<file path="src/rtl/core/ilh_pkg.sv">
`timescale 1ns / 1ps
// ----------------------------------------------------------------------------
// ilh_pkg
// Shared types and constants of the interval latency histogram core.
// ----------------------------------------------------------------------------
package ilh_pkg;

  localparam int NUM_BUCKETS = 64;
  localparam int BKT_AW      = $clog2(NUM_BUCKETS);

  localparam logic [19:0] USEC_PER_SEC = 20'd1000000;
  localparam logic [19:0] USEC_MAX     = 20'd999999;

  // total duration in microseconds: 32-bit seconds times 1e6 plus micro part
  localparam int TOT_W = 52;

  localparam int CFG_IDX_W  = 1;
  localparam int CFG_DATA_W = 7;

  localparam logic [CFG_IDX_W-1:0] CFG_BUCKET_SHIFT   = 1'd0;
  localparam logic [CFG_IDX_W-1:0] CFG_ACTIVE_BUCKETS = 1'd1;

  localparam logic [4:0] BUCKET_SHIFT_RST   = 5'd10;
  localparam logic [6:0] ACTIVE_BUCKETS_RST = 7'd64;

  typedef enum logic [1:0] {
    OP_START = 2'd0,
    OP_END   = 2'd1,
    OP_CLEAR = 2'd2,
    OP_READ  = 2'd3
  } op_t;

  typedef struct packed {
    op_t         op;
    logic [31:0] start_seconds;
    logic [19:0] start_microseconds;
    logic [31:0] end_seconds;
    logic [19:0] end_microseconds;
    logic [5:0]  read_index;
  } in_t;

  typedef struct packed {
    logic [31:0] bucket_value;
    logic [31:0] calls_seen;
    logic [31:0] overflow_seen;
    logic [31:0] sum_seconds;
    logic [19:0] sum_microseconds;
  } out_t;

  // request bundle from the sequencer to the bucket memory
  typedef struct packed {
    logic              clr;
    logic              rd_en;
    logic [BKT_AW-1:0] rd_addr;
    logic              wr_en;
    logic [BKT_AW-1:0] wr_addr;
    logic [31:0]       wr_data;
  } mem_req_t;

endpackage

</file>
<file path="src/rtl/core/ilh_bucket_mem.sv">
`timescale 1ns / 1ps
// ----------------------------------------------------------------------------
// ilh_bucket_mem
// Bucket count memory: one write and one registered read per cycle, with a
// valid bit per entry so that reset and clear take effect at once.
// ----------------------------------------------------------------------------
module ilh_bucket_mem (
  input  logic              clk,
  input  logic              rst_n,
  input  ilh_pkg::mem_req_t req,
  output logic [31:0]       rd_data
);

  logic [31:0]                      mem_r [ilh_pkg::NUM_BUCKETS];
  logic [ilh_pkg::NUM_BUCKETS-1:0] vld_r;
  logic [ilh_pkg::NUM_BUCKETS-1:0] vld_nxt;
  logic [31:0]                      rdata_r;
  logic                             rd_hit_r;

  always_ff @(posedge clk) begin
    if (req.wr_en) begin
      mem_r[req.wr_addr] <= req.wr_data;
    end
    if (req.rd_en) begin
      rdata_r <= mem_r[req.rd_addr];
    end
  end

  always_comb begin
    vld_nxt = vld_r;
    if (req.clr) begin
      vld_nxt = '0;
    end else if (req.wr_en) begin
      vld_nxt[req.wr_addr] = 1'b1;
    end
  end

  always_ff @(posedge clk) begin
    if (!rst_n) begin
      vld_r    <= '0;
      rd_hit_r <= 1'b0;
    end else begin
      vld_r <= vld_nxt;
      if (req.rd_en) begin
        rd_hit_r <= vld_r[req.rd_addr];
      end
    end
  end

  // an entry never written since reset or clear reads as zero
  assign rd_data = rd_hit_r ? rdata_r : 32'd0;

endmodule

</file>
<file path="src/rtl/core/interval_latency_histogram_core.sv">
`timescale 1ns / 1ps
// ----------------------------------------------------------------------------
// interval_latency_histogram_core
// Duration histogram: counts start events, bins end-event intervals into
// buckets of 2^bucket_shift microseconds and keeps overflow and time totals.
//
//   channel  direction  handshake              payload
//   in_      in         in_valid / in_ready    ilh_pkg::in_t
//   out_     out        out_valid / out_ready  ilh_pkg::out_t
//   cfg_     in         cfg_valid / cfg_ready  cfg_index, cfg_data
//
// One item at a time: start, clear and read pass through the bucket read and then
// the out register; an end event first passes through the difference, multiply,
// add, bin and bucket read-modify-write states.
// Reset and clear empty all buckets at once through per-entry valid bits.
// A new item is taken while the previous result waits in the out register;
// a stalled out side holds the next result in its final state.
// ----------------------------------------------------------------------------
module interval_latency_histogram_core (
  input  logic                            clk,
  input  logic                            rst_n,
  input  logic                            in_valid,
  output logic                            in_ready,
  input  ilh_pkg::in_t                    in_data,
  output logic                            out_valid,
  input  logic                            out_ready,
  output ilh_pkg::out_t                   out_data,
  input  logic                            cfg_valid,
  output logic                            cfg_ready,
  input  logic [ilh_pkg::CFG_IDX_W-1:0]   cfg_index,
  input  logic [ilh_pkg::CFG_DATA_W-1:0]  cfg_data
);

  typedef enum logic [7:0] {
    ST_IDLE = 8'b0000_0001,
    ST_DIFF = 8'b0000_0010,
    ST_MUL  = 8'b0000_0100,
    ST_SUM  = 8'b0000_1000,
    ST_BIN  = 8'b0001_0000,
    ST_UPD  = 8'b0010_0000,
    ST_RD   = 8'b0100_0000,
    ST_RESP = 8'b1000_0000
  } state_t;

  state_t state_r, state_nxt;

  logic [4:0]  bucket_shift_r, bucket_shift_nxt;
  logic [6:0]  active_buckets_r, active_buckets_nxt;

  logic [31:0] call_r, call_nxt;
  logic [31:0] ovf_r, ovf_nxt;
  logic [31:0] sum_s_r, sum_s_nxt;
  logic [19:0] sum_us_r, sum_us_nxt;

  logic          out_valid_r, out_valid_nxt;
  ilh_pkg::out_t out_r, out_nxt;

  // datapath registers, no reset needed
  ilh_pkg::in_t                  in_r, in_nxt;
  logic [31:0]                   ds_r, ds_nxt;
  logic [19:0]                   du_r, du_nxt;
  logic                          late_r, late_nxt;
  logic [ilh_pkg::TOT_W-1:0]     prod_r, prod_nxt;
  logic [ilh_pkg::TOT_W-1:0]     tot_r, tot_nxt;
  logic                          hit_r, hit_nxt;
  logic [ilh_pkg::BKT_AW-1:0]    idx_r, idx_nxt;

  ilh_pkg::mem_req_t mem_req;
  logic [31:0]       mem_rdata;

  logic [19:0]               su_c, eu_c;
  logic                      borrow;
  logic [ilh_pkg::TOT_W-1:0] shifted;
  logic [ilh_pkg::TOT_W-1:0] limit;
  logic [20:0]               us_sum;
  logic                      us_carry;

  ilh_bucket_mem u_mem (
    .clk     (clk),
    .rst_n   (rst_n),
    .req     (mem_req),
    .rd_data (mem_rdata)
  );

  assign in_ready  = (state_r == ST_IDLE);
  assign cfg_ready = 1'b1;
  assign out_valid = out_valid_r;
  assign out_data  = out_r;

  // interval difference with microsecond borrow, inputs saturated first
  always_comb begin
    su_c   = (in_r.start_microseconds > ilh_pkg::USEC_MAX) ? ilh_pkg::USEC_MAX
                                                           : in_r.start_microseconds;
    eu_c   = (in_r.end_microseconds > ilh_pkg::USEC_MAX) ? ilh_pkg::USEC_MAX
                                                         : in_r.end_microseconds;
    borrow = (eu_c < su_c);
  end

  always_comb begin
    shifted = tot_r >> bucket_shift_r;
    if (ilh_pkg::TOT_W'(active_buckets_r) > ilh_pkg::TOT_W'(ilh_pkg::NUM_BUCKETS)) begin
      limit = ilh_pkg::TOT_W'(ilh_pkg::NUM_BUCKETS);
    end else begin
      limit = ilh_pkg::TOT_W'(active_buckets_r);
    end
  end

  always_comb begin
    us_sum   = {1'b0, sum_us_r} + {1'b0, du_r};
    us_carry = (us_sum >= {1'b0, ilh_pkg::USEC_PER_SEC});
  end

  always_comb begin
    state_nxt          = state_r;
    bucket_shift_nxt   = bucket_shift_r;
    active_buckets_nxt = active_buckets_r;
    call_nxt           = call_r;
    ovf_nxt            = ovf_r;
    sum_s_nxt          = sum_s_r;
    sum_us_nxt         = sum_us_r;
    out_valid_nxt      = out_valid_r;
    out_nxt            = out_r;
    in_nxt             = in_r;
    ds_nxt             = ds_r;
    du_nxt             = du_r;
    late_nxt           = late_r;
    prod_nxt           = prod_r;
    tot_nxt            = tot_r;
    hit_nxt            = hit_r;
    idx_nxt            = idx_r;
    mem_req            = '0;

    if (out_valid_r && out_ready) begin
      out_valid_nxt = 1'b0;
    end

    if (cfg_valid && cfg_ready) begin
      case (cfg_index)
        ilh_pkg::CFG_BUCKET_SHIFT:   bucket_shift_nxt   = cfg_data[4:0];
        ilh_pkg::CFG_ACTIVE_BUCKETS: active_buckets_nxt = cfg_data[6:0];
        default: ;
      endcase
    end

    case (state_r)
      ST_IDLE: begin
        if (in_valid) begin
          in_nxt = in_data;
          case (in_data.op)
            ilh_pkg::OP_START: begin
              call_nxt  = call_r + 32'd1;
              state_nxt = ST_RD;
            end
            ilh_pkg::OP_CLEAR: begin
              call_nxt    = '0;
              ovf_nxt     = '0;
              sum_s_nxt   = '0;
              sum_us_nxt  = '0;
              mem_req.clr = 1'b1;
              state_nxt   = ST_RD;
            end
            ilh_pkg::OP_END: state_nxt = ST_DIFF;
            default:         state_nxt = ST_RD;
          endcase
        end
      end
      ST_DIFF: begin
        late_nxt = (in_r.end_seconds < in_r.start_seconds) ||
                   ((in_r.end_seconds == in_r.start_seconds) && borrow);
        ds_nxt   = in_r.end_seconds - in_r.start_seconds - {31'd0, borrow};
        if (borrow) begin
          du_nxt = 20'({1'b0, eu_c} + {1'b0, ilh_pkg::USEC_PER_SEC} - {1'b0, su_c});
        end else begin
          du_nxt = eu_c - su_c;
        end
        state_nxt = ST_MUL;
      end
      ST_MUL: begin
        prod_nxt  = ilh_pkg::TOT_W'(ds_r) * ilh_pkg::TOT_W'(ilh_pkg::USEC_PER_SEC);
        state_nxt = ST_SUM;
      end
      ST_SUM: begin
        tot_nxt   = prod_r + ilh_pkg::TOT_W'(du_r);
        state_nxt = ST_BIN;
      end
      ST_BIN: begin
        hit_nxt         = !late_r && (shifted < limit);
        idx_nxt         = shifted[ilh_pkg::BKT_AW-1:0];
        mem_req.rd_en   = 1'b1;
        mem_req.rd_addr = shifted[ilh_pkg::BKT_AW-1:0];
        state_nxt       = ST_UPD;
      end
      ST_UPD: begin
        // write lands before the result read issued in the next state
        if (hit_r) begin
          mem_req.wr_en   = 1'b1;
          mem_req.wr_addr = idx_r;
          mem_req.wr_data = mem_rdata + 32'd1;
        end else begin
          ovf_nxt = ovf_r + 32'd1;
        end
        if (!late_r) begin
          sum_us_nxt = us_carry ? 20'(us_sum - {1'b0, ilh_pkg::USEC_PER_SEC})
                                : us_sum[19:0];
          sum_s_nxt  = sum_s_r + ds_r + {31'd0, us_carry};
        end
        state_nxt = ST_RD;
      end
      ST_RD: begin
        mem_req.rd_en   = 1'b1;
        mem_req.rd_addr = ilh_pkg::BKT_AW'(in_r.read_index);
        state_nxt       = ST_RESP;
      end
      ST_RESP: begin
        if (!out_valid_r || out_ready) begin
          out_nxt.bucket_value     = mem_rdata;
          out_nxt.calls_seen       = call_r;
          out_nxt.overflow_seen    = ovf_r;
          out_nxt.sum_seconds      = sum_s_r;
          out_nxt.sum_microseconds = sum_us_r;
          out_valid_nxt            = 1'b1;
          state_nxt                = ST_IDLE;
        end
      end
      default: state_nxt = ST_IDLE;
    endcase
  end

  always_ff @(posedge clk) begin
    if (!rst_n) begin
      state_r          <= ST_IDLE;
      bucket_shift_r   <= ilh_pkg::BUCKET_SHIFT_RST;
      active_buckets_r <= ilh_pkg::ACTIVE_BUCKETS_RST;
      call_r           <= '0;
      ovf_r            <= '0;
      sum_s_r          <= '0;
      sum_us_r         <= '0;
      out_valid_r      <= 1'b0;
    end else begin
      state_r          <= state_nxt;
      bucket_shift_r   <= bucket_shift_nxt;
      active_buckets_r <= active_buckets_nxt;
      call_r           <= call_nxt;
      ovf_r            <= ovf_nxt;
      sum_s_r          <= sum_s_nxt;
      sum_us_r         <= sum_us_nxt;
      out_valid_r      <= out_valid_nxt;
    end
  end

  always_ff @(posedge clk) begin
    out_r  <= out_nxt;
    in_r   <= in_nxt;
    ds_r   <= ds_nxt;
    du_r   <= du_nxt;
    late_r <= late_nxt;
    prod_r <= prod_nxt;
    tot_r  <= tot_nxt;
    hit_r  <= hit_nxt;
    idx_r  <= idx_nxt;
  end

endmodule
</file>
<file path="config.mk">
export PLATFORM = sky130hd
export DESIGN_NAME = interval_latency_histogram_core
export DESIGN_NICKNAME = d
export VERILOG_FILES = /design/src/rtl/core/ilh_pkg.sv /design/src/rtl/core/ilh_bucket_mem.sv /design/src/rtl/core/interval_latency_histogram_core.sv
export SDC_FILE = /design/constraint.sdc
export NUM_CORES = 2
export LEC_CHECK = 0
export BUFFER_PORTS_ARGS = -buffer_cell sky130_fd_sc_hd__buf_2
export CELL_PAD_IN_SITES_DETAIL_PLACEMENT = 1
export CELL_PAD_IN_SITES_GLOBAL_PLACEMENT = 1
export CORE_AREA = 3 3 399 599
export CTS_CLUSTER_SIZE = 40
export DETAILED_ROUTE_END_ITERATION = 8
export DIE_AREA = 0 0 402 602
export PLACE_DENSITY = 0.78
export SETUP_SLACK_MARGIN = 0.3
export SLEW_MARGIN = 15
export SYNTH_ARGS = -nofsm -noshare
export SYNTH_HDL_FRONTEND = slang
export SYNTH_SLANG_ARGS = --single-unit
</file>
<file path="constraint.sdc">
create_clock -name clk -period 10.5 [get_ports clk]
set_input_delay 1.05 -clock clk [delete_from_list [all_inputs] [get_ports clk]]
set_output_delay 1.05 -clock clk [all_outputs]
set_load 0.02 [all_outputs]
</file>
==> impl_metrics.csv <==
group,metric,value,unit
power_and_ir_drop,irDropWorstVdd,0.196,mV
sta,min_period_over_period,0.778,
synthesis,ys_async_sr_fraction,0,
synthesis,yosysTopAreaCell,"edfxtp_1",
layout,synthToLayoutAreaGrowth,11.4,%
drt,final_antenna_net_count,0,
clock_tree,postCtsHoldBufs,0,
floorplan,die_area,242000,um^2
hold_path,min_delay_path_depth,1,
drt,vias,82900,
setup_path,worstPathMaxFanout,36,
setup_path,crit_path_start,"in_r[14]",
setup_path,critical_path_required,11080,ps
floorplan,rows,218,
sta,maxSlewViolCount,0,
synthesis,yosysSeqAreaShare,0.649,
clock_tree,cts.path.max_buffers,4,
setup_path,critPathSlowestCell,"fa_1",
hold_path,hold_class,"in -> reg",
hold_path,holdPathEnd,"in_r[6]",
setup_path,slowest_delay,520,ps
clock_tree,htreeDepth,4,
sta,maxSlewHeadroom,0.187,
hold_path,min_from,"in_data[6]",
sta,worst_pin_slew,1210,ps
synthesis,synth_cell_types,100,
place,io_buffers,274,
place,hpwl,233000,um
setup_path,r2r_start,"in_r[14]",
floorplan,io_pins,276,
outcome,outcome,"finished clean",
setup_path,crit_type,"reg -> reg",
clock_tree,clkTransAtPathRegs,60,ps
layout,fillers,23300,
place,gp_congestion,0.887,
clock_tree,cts_made_buffers,249,
synthesis,syn_avg_cell_area,12.4,um^2
synthesis,synth_edf_count,2496,
clock_tree,cts_resized,0,
global_route,antenna_found_initial,14,
setup_path,ff2ff_path_depth,35,
global_route,grt_first_pass_wirelength,557000,um
sta,rsz0062_at_grt,"false",
setup_path,reg2reg_slack,2330,ps
synthesis,syn_area,122000,um^2
clock_tree,cts_root_buf,"clkbuf_16",
synthesis,synth_nets,10500,
sta,finalCriticalPeriod,8170,ps
global_route,grt_pass1_vias,89700,
power_and_ir_drop,p_per_area,181,nW/um^2
floorplan,die_y,602,um
setup_path,setup.worst_path.end_class,"flop",
drt,drc,0,
floorplan,die_w,402,um
sta,setup_viol,0,
place,placed_area,127000,um^2
setup_path,cp-start-kind,"flop",
global_route,grt.overflow.total,0,
synthesis,ys.flop_type,"edfxtp_1",
floorplan,start_util,0.519,
layout,final_area,135000,um^2
global_route,grt_use_total,0.305,
synthesis,ys_ff_latch,2698,
synthesis,yosys_warnings,0,
setup_path,arrival,8760,ps
setup_path,r2r-end,"ds_r[28]",
sta,hold_ws,310,ps
clock_tree,clk_latency,950,ps
clock_tree,cts.sinks,2698,
floorplan,fp.coreArea,235000,um^2
synthesis,synth_area_leaders,"edfxtp_1, nand2_1, nand3_1, ha_1, dfxtp_1",
drt,dr.first_iter.drc_count,6825,
power_and_ir_drop,p_total,24.6,mW
sta,hold_viol_final,0,
clock_tree,post_cts_buffers,0,
sta,max_clock_freq,122,MHz
global_route,grt_max_degree,171,
run,maxCapViolations,0,
drt,routedWlPerCell,28.1,um
layout,final_nets,10700,
clock_tree,cts_tree,"yes",
drt,dr.pass1.iters,5,
power_and_ir_drop,p_leak,47.7,nW
drt,wl,374000,um
synthesis,synth_cells,9813,
sta,fin_skew,121,ps
layout,drive_gt1_frac,0.109,
layout,utilization,0.578,
synthesis,synth_top_area_frac,0.616,
sta,fin_setup_tns,0,ps
drt,via_per_inst,6.23,
[per-layer routing]
layer | share of wire | vias to the layer above | global-route usage
li1 | - | 35800 | -
met1 | 0.34 | 42400 | 0.331
met2 | 0.53 | 3496 | 0.559
met3 | 0.063 | 1159 | 0.0436
met4 | 0.067 | 10 | 0.184
met5 | 0.00018 | - | 0
[how the worst max path moves through the flow]
stage,end,slack (ps),cells after the start
floorplan,out_data[0],2130,2
global placement,ds_r[29],2480,33
detailed placement,ds_r[28],2380,35
CTS,ds_r[28],2290,35
global route,ds_r[28],1760,35
finish,ds_r[28],2330,35
[area by class of cell]
class	instances	area [um^2]	area share
flip-flops and latches	2698	79000	0.583
multi-input cells	6119	39400	0.291
clock buffers	301	6580	0.0486
well taps	3080	3850	0.0284
repair buffers	443	2930	0.0216
inverters	512	1920	0.0142
clock inverters	156	1830	0.0135
diodes	4	10.0	0.0000739
[sequential cells by signal, summed over array words and instances, names as in the netlist, 20 cells and up]
register       cells
u_mem.mem_r     2048
out_data         148
in_r             110
u_mem.vld_r       64
tot_r             52
prod_r            46
call_r            32
ds_r              32
ovf_r             32
sum_s_r           32
u_mem.rdata_r     32
du_r              20
sum_us_r          20
[cell usage after synthesis, types with 13 or more instances]
master     instances
nand3_1          952
buf_1             50
o211ai_1          46
a211oi_1          34
mux2_2            26
buf_2            160
or2_2             13
nand2_1         2045
dfxtp_1          202
a31oi_1          134
a32oi_1           52
o21ai_1           19
and3_1           152
a21oi_1          266
mux4_2            80
clkbuf_1         238
nor3_1            69
a22oi_1           50
a31o_2            16
and2_1            69
ha_1             364
a2111oi_0         22
inv_1            509
a21o_1            59
o21bai_1          26
edfxtp_1        2496
fa_1             155
xnor2_1          160
nor2b_1           31
mux2i_1           88
a32o_1            23
o21a_1            31
buf_4             18
o211a_1           18
xor2_1            98
nand4_1           37
nor3_2            14
or3_1             28
o21ai_0          117
nand2b_1          40
nor4_1            18
nor2_1           500
buf_6             16
a311oi_1          83
[power breakdown]
group	internal, mW	switching [mW]	leakage (nW)
clock network	5.41	4.08	4.10
logic	1.19	1.96	22.8
registers	11.8	0.0851	20.7
total	18.4	6.13	47.7
[through the flow]
stage / std cells / setup WS (ps)
final: 13300 / 2330
after global routing: 13300 / 1760
after CTS: 13300 / 2290
after detailed placement: 12800 / 2380
after global placement: 12800 / 2480
after floorplan: 9813 / 2130
[logic make-up after synthesis]
family / after synthesis / share of synthesized area
other cells: 1 / 0.0000308
flops: 2698 / 0.649
fa+ha+maj: 519 / 0.0630
mux: 199 / 0.0255
compound gates: 1121 / 0.0640
simple gates: 4021 / 0.145
buf+inv: 996 / 0.0341
xor+xnor: 258 / 0.0186
[worst max-delay path, delay by kind of cell, from the launching register on]
| kind | cells | cell delay [ps] |
|---|---|---|
| flops | 1 | 380 |
| compound gates | 18 | 4050 |
| buf+inv | 4 | 640 |
| simple gates | 7 | 1000 |
| xor+xnor | 1 | 120 |
| fa+ha+maj | 5 | 1640 |
[layout by cell type (no fill, tap or decap), types with 28 or more instances in the layout]
master / instances
a21o_1: 59
nand4_1: 37
mux4_2: 80
nand2b_1: 39
xnor2_1: 160
nand3_1: 952
xor2_1: 98
nor2_4: 89
nor2_1: 408
a31oi_1: 133
o21ai_0: 117
clkbuf_1: 42
ha_1: 364
fa_1: 155
a22oi_1: 50
a21oi_1: 260
o21a_1: 30
or3_1: 28
edfxtp_1: 2496
a32oi_1: 52
buf_4: 147
inv_1: 505
nor3_1: 68
nand2_1: 2042
nor2b_1: 29
buf_2: 274
and3_1: 150
mux2i_1: 88
clkinv_1: 45
o211ai_1: 46
dfxtp_1: 200
bufinv_16: 39
a311oi_1: 83
clkinv_2: 47
and2_1: 65
clkbuf_16: 254
a211oi_1: 34
Power figures use the tool's default switching activity.
